<file path="config.mk">
export PLATFORM = sky130hd
export DESIGN_NAME = nstfb_merge
export DESIGN_NICKNAME = d
export VERILOG_FILES = /design/src/sv/assert_macros.svh /design/src/sv/nstfb_pkg.sv /design/src/sv/nstfb_merge.sv
export SDC_FILE = /design/constraint.sdc
export NUM_CORES = 1
export LEC_CHECK = 0
export BUFFER_PORTS_ARGS = -buffer_cell sky130_fd_sc_hd__buf_2
export CORE_UTILIZATION = 35
export CTS_CLUSTER_DIAMETER = 200
export DETAILED_ROUTE_END_ITERATION = 16
export MAX_ROUTING_LAYER = met4
export SKIP_CTS_REPAIR_TIMING = 1
export SLEW_MARGIN = 40
export SYNTH_ARGS = -nofsm -noshare
export SYNTH_HDL_FRONTEND = slang
export SYNTH_SLANG_ARGS = --single-unit
</file>
<file path="constraint.sdc">
create_clock -name clk -period 18.6 [get_ports clk]
set_input_delay 2.79 -clock clk [delete_from_list [all_inputs] [get_ports clk]]
set_output_delay 2.79 -clock clk [all_outputs]
set_load 0.02 [all_outputs]
</file>
<file path="src/sv/assert_macros.svh">
// Assertion macros shared by the binner RTL.
// Depends on nothing; the including module supplies the clock and reset names.
`ifndef ASSERT_MACROS_SVH
`define ASSERT_MACROS_SVH

// Same-cycle implication, disabled while reset is asserted.
`define NSTFB_ASSERT_IMPLIES(lbl, clk, rst_n, ante, cons, msg) \
	lbl: assert property (@(posedge clk) disable iff (!rst_n) (ante) |-> (cons)) \
		else $error(msg);

// Next-cycle implication, disabled while reset is asserted.
`define NSTFB_ASSERT_NEXT(lbl, clk, rst_n, ante, cons, msg) \
	lbl: assert property (@(posedge clk) disable iff (!rst_n) (ante) |=> (cons)) \
		else $error(msg);

`endif

</file>
<file path="src/sv/nstfb_pkg.sv">
// Shared types and fixed constants of the nibble spectrum binner.
// Used by the lane, merge and top level files; depends on nothing.
package nstfb_pkg;

	localparam int CHANS_W    = 13;
	localparam int POLS_W     = 3;
	localparam int FBIN_W     = 7;
	localparam int TBIN_W     = 11;
	localparam int CNT_W      = 32;
	localparam int BYTE_W     = 8;
	localparam int NIB_W      = 4;
	localparam int VAL_W      = 5;
	localparam int OUT_SUM_W  = 20;
	localparam int OUT_IDX_W  = 12;
	localparam int ROW_W      = 32;
	localparam int CFG_IDX_W  = 3;
	localparam int CFG_DATA_W = 32;

	localparam int FBIN_MAX   = 64;
	localparam int TBIN_MAX   = 1024;
	localparam int NUM_LANES  = 2;
	localparam int FIFO_DEPTH = 4;

	localparam logic [BYTE_W-1:0] HI_MASK   = 8'd240;
	localparam logic [BYTE_W-1:0] LO_MASK   = 8'd15;
	localparam int                NIB_SHIFT = 4;

	localparam logic [CHANS_W-1:0] CHANS_RST = 13'd1024;
	localparam logic [POLS_W-1:0]  POLS_RST  = 3'd1;
	localparam logic [FBIN_W-1:0]  FBIN_RST  = 7'd1;
	localparam logic [TBIN_W-1:0]  TBIN_RST  = 11'd1;

	typedef enum logic [CFG_IDX_W-1:0] {
		CFG_CHANS = 3'd0,
		CFG_POLS  = 3'd1,
		CFG_FBIN  = 3'd2,
		CFG_TBIN  = 3'd3,
		CFG_START = 3'd4,
		CFG_COUNT = 3'd5
	} cfg_reg_t;

	typedef struct packed {
		logic                 emit;
		logic                 last;
		logic [OUT_IDX_W-1:0] idx;
		logic [ROW_W-1:0]     row;
		logic [VAL_W-1:0]     val;
	} lane_tag_t;

	typedef struct packed {
		logic [OUT_SUM_W-1:0] sum;
		logic [OUT_IDX_W-1:0] idx;
		logic [ROW_W-1:0]     row;
		logic                 last;
	} lane_res_t;

endpackage

</file>
<file path="src/sv/nstfb_merge.sv">
// Merging stage: queues the lane results of each byte and sends them out one per request.
// Depends on nstfb_pkg.
module nstfb_merge (
	input  logic                                              clk,
	input  logic                                              arst_n,
	input  logic [nstfb_pkg::NUM_LANES-1:0]                   res_vld,
	input  nstfb_pkg::lane_res_t [nstfb_pkg::NUM_LANES-1:0]   res,
	output logic                                              room,
	output logic                                              out_valid,
	input  logic                                              out_stall,
	output logic [nstfb_pkg::OUT_SUM_W-1:0]                   bin_sum,
	output logic [nstfb_pkg::OUT_IDX_W-1:0]                   chan_bin_index,
	output logic [nstfb_pkg::ROW_W-1:0]                       time_row_index,
	output logic                                              last_of_row
);

	localparam int DEPTH = nstfb_pkg::FIFO_DEPTH;
	localparam int PW = $clog2(DEPTH);
	localparam int CW = $clog2(DEPTH + 1);

	typedef struct packed {
		logic [nstfb_pkg::NUM_LANES-1:0]                 vld;
		nstfb_pkg::lane_res_t [nstfb_pkg::NUM_LANES-1:0] res;
	} pair_t;

	pair_t                fifo_q [DEPTH];
	logic [PW-1:0]        wr_ptr_q;
	logic [PW-1:0]        rd_ptr_q;
	logic [CW-1:0]        count_q;
	logic                 sel_q;

	pair_t                head;
	nstfb_pkg::lane_res_t cur;
	logic                 push;
	logic                 take_hi;
	logic                 out_acc;
	logic                 pop;

	assign push    = |res_vld;
	assign head    = fifo_q[rd_ptr_q];
	assign take_hi = sel_q || !head.vld[0];
	assign cur     = take_hi ? head.res[1] : head.res[0];

	assign out_valid = (count_q != '0);
	assign out_acc   = out_valid && !out_stall;
	assign pop       = out_acc && (take_hi || !head.vld[1]);
	assign room      = (count_q <= CW'(DEPTH - 2));

	assign bin_sum        = cur.sum;
	assign chan_bin_index = cur.idx;
	assign time_row_index = cur.row;
	assign last_of_row    = cur.last;

	always_ff @(posedge clk) begin
		if (push) begin
			fifo_q[wr_ptr_q] <= {res_vld, res};
		end
	end

	always_ff @(posedge clk or negedge arst_n) begin
		if (!arst_n) begin
			wr_ptr_q <= '0;
			rd_ptr_q <= '0;
			count_q  <= '0;
			sel_q    <= 1'b0;
		end else begin
			if (push) begin
				wr_ptr_q <= wr_ptr_q + 1'b1;
			end
			if (pop) begin
				rd_ptr_q <= rd_ptr_q + 1'b1;
			end
			if (out_acc) begin
				sel_q <= !pop;
			end
			case ({push, pop})
				2'b10:   count_q <= count_q + 1'b1;
				2'b01:   count_q <= count_q - 1'b1;
				default: count_q <= count_q;
			endcase
		end
	end

endmodule

</file>
==> metrics <==
outcome=finished, final reports clean; DP Worst Slack=roughly 12,000 ps; reg2reg start=rd_ptr_q[0]$_DFFE_PN0N_; # setup viols final=0; Slew Limit Fails=0; register area share after synthesis=0.783; DIE HEIGHT=between 200 and 250 um; CTS buffer count=57; skew final=approximately 14 ps; synthesized area per cell=around 25 um^2; mux cell area share after synthesis=0.189; CTS tree=built; CTS Buffer Depth=3; Critical Path Fanout Max=55; Worst Slack Setup Final=roughly 12,000 ps; Max IR drop VDD=0.124 mV; DIE WIDTH=between 200 and 250 um; Clock Sinks=536; Tmin final=6690 ps; crit start category=register; distinct cell type count after synthesis=28; detailed-placement wirelength estimate=~23 mm; full die area=slightly below 60,000 um^2; Hold Path Stages=1; worst-margin pin slew=slightly above 800 ps; largest family of logic cells by synthesized area=multiplexers; most used cell, CP=buf_12; maxcap violations=0; synthesized net count=around 960; clk_lat worst skew=about 600 ps; routed wire length=40.2 mm; layout cells sized above 1=0.463; GPL Wtd Cong=slightly above 0.7; Mapped Area=about 20,000 um^2; htree depth=2; setup_tns=0 ps; CP arrival=around 3900 ps; drt wl/cell=21.4 um; io pins=202; FF/Latch Area=between 15,000 and 20,000 um^2; # port buffers=between 200 and 250; Post-Synth XOR/XNOR Area=0.00214; slew margin rel.=0.453; Core ar.=~58,000 um^2; Synth Area in Compound Gates=0.00269; reg2reg end=count_q[2]$_DFFE_PN0P_; Min-Delay Startpoint=count_q[2]$_DFFE_PN0P_; First-pass DRT Iterations=4; Layout Area Growth over Synthesis=18.8%; final worst-path cycle share=0.360; design area=24,400 um^2; cell count of the worst reg-to-reg path=14; # DRC=0; Overflow after GRT=0; Synthesis Warnings=0; worst min path class=register to register; Finished Core Util=0.421; number of fill cells=roughly 5,000; Placed Area=around 22,000 um^2; crit path kind=register to primary output; Initial Utilization=0.355; unrepaired setup endpoints after global routing=no; Tot GR Track Use=0.142; leak pwr=between 0.008 and 0.009 uW; Worst-path clk slew=~60 ps; crit-path max cell delay=slightly above 600 ps; final-stage net count=1,195; Via density=a little under 5; Worst EP required=roughly 16,000 ps; Hold Violations, Final=0; CP Cell Sequence=buf_12 -> buf_12 -> buf_12 -> buf_16 -> nor2_1 -> a22oi_2 -> buf_4 -> mux2_2 -> buf_2; Power Total=about 4500 uW; Synth Area in Adders=0.00403; Post-Synth Simple-Gate Area=0.00354; root buffer cell=clkbuf_16; largest net degree at the start of global routing=93; first-pass GRT wire length=roughly 61 mm; Worst path slowest cell=dfrtp_4; vias in the first global route=between 9,000 and 10,000; hold endpoint=count_q[2]$_DFFE_PN0P_; crit path capture type=primary output; Mapped Cells=roughly 800; initial antenna violation count=11; Synth Register Bits=roughly 540; Peak Freq=around 150 MHz; 1st-iter DRT viols=between 500 and 600; R2R Setup Slk=around 15,000 ps; remaining antenna violation count=0; vias=approximately 9,000; multi-input logic area=approximately 4200 um^2; pwr dens=between 150 and 200 nW/um^2; Rows=88
-- final cells by class --
type | instances | share of cell area
inverter | 8 | 0.00123
timing repair buffer | 218 | 0.0500
tap | 765 | 0.0393
clock buffer | 69 | 0.0622
multi-input combinational | 233 | 0.171
sequential | 536 | 0.660
clock inverter | 34 | 0.0157
antenna | 12 | 0.00123
-- cells by family (layout without fill, tap and decap cells) --
kind of cell,after synthesis,after routing
AOI/OAI and AO/OA,8,8
xor gates and xnor gates,5,5
adders and majority gates,6,6
buffers and inverters,45,329
DFF,536,536
muxes,200,200
other,0,12
and+or+nand+nor,14,14
-- sequential cells by signal, indices dropped and copies added, names as in the netlist --
name,flops
count_q,3
fifo_q,528
rd_ptr_q,2
sel_q,1
wr_ptr_q,2
-- stage by stage --
| step | instances | hold WS (ps) |
|---|---|---|
| 4_1_cts | 1862 | 509 |
| 3_5_place_dp | 1759 | 500 |
| 5_1_grt | 1873 | 535 |
| 2_1_floorplan | 814 | 464 |
| 6_report | 1875 | 500 |
| 3_3_place_gp | 1757 | 480 |
-- power breakdown --
group | total [uW] | switching, uW | internal [uW]
clock | 1150 | 458 | 688
sequential | 1790 | 89.6 | 1700
combinational | 1530 | 843 | 689
total | 4470 | 1390 | 3080
-- routing by layer --
| metal | up-vias | wire length [um] | GRT usage |
|---|---|---|---|
| met5 | - | 0 | - |
| met4 | 0 | 897 | 0.0404 |
| met3 | 65 | 2660 | 0.0404 |
| met2 | 227 | 19400 | 0.220 |
| met1 | 4770 | 17200 | 0.182 |
| li1 | 3975 | - | - |
-- critical path, delay by kind of cell (launching register included) --
kind	cells	cell delay (ps)
AND/OR/NAND/NOR	1	120
flip-flops	1	620
multiplexers	1	410
AO/OA/AOI/OAI	1	180
buffers and inverters	6	1910
-- synth_stat cells (all sizes together) --
cell type,n,area [um^2]
dfrtp,8,200
xnor2,3,26.3
clkbuf,11,41.3
nor2,4,15.0
o2111ai,1,8.76
mux4,131,2950
buf,26,243
edfxtp,528,15900
inv,8,30.0
nor2b,5,31.3
ha,5,62.6
a22oi,1,12.5
a21oi,2,10.0
fa,1,20.0
mux2i,1,10.0
mux2,68,912
nand3,2,10.0
or2,1,6.26
xor2,2,17.5
nor3,2,10.0
a31oi,1,6.26
o21a,1,7.51
o21ai,2,10.0
-- placed cells by master, fill, tap and decap left out, drive strengths merged --
cell	Yosys	routed
edfxtp	528	528
buf	26	218
mux4	131	131
clkbuf	11	69
mux2	68	68
clkinv	0	21
diode	0	12
inv	8	11
bufinv	0	8
dfrtp	8	8
ha	5	5
nor2b	5	5
nor2	4	4
xnor2	3	3
nor3	2	2
a21oi	2	2
nand3	2	2
xor2	2	2
o21ai	2	2
clkinvlp	0	2
a22oi	1	1
o21a	1	1
mux2i	1	1
a31oi	1	1
or2	1	1
o2111ai	1	1
fa	1	1
-- worst max path at each step --
stage / startpoint / to / slack (ps) / cells past startpoint
6_report: rd_ptr_q[0]$_DFFE_PN0N_ / bin_sum[19] / 11910 / 9
5_1_grt: rd_ptr_q[0]$_DFFE_PN0N_ / bin_sum[19] / 11510 / 9
4_1_cts: rd_ptr_q[0]$_DFFE_PN0N_ / time_row_index[10] / 11750 / 8
3_5_place_dp: rd_ptr_q[0]$_DFFE_PN0N_ / time_row_index[10] / 12430 / 8
3_3_place_gp: rd_ptr_q[0]$_DFFE_PN0N_ / time_row_index[9] / 12390 / 6
2_1_floorplan: res_vld[1] / fifo_q[0][0]$_DFFE_PP_ / 9240 / 2
(Power assumes the default switching activity.)
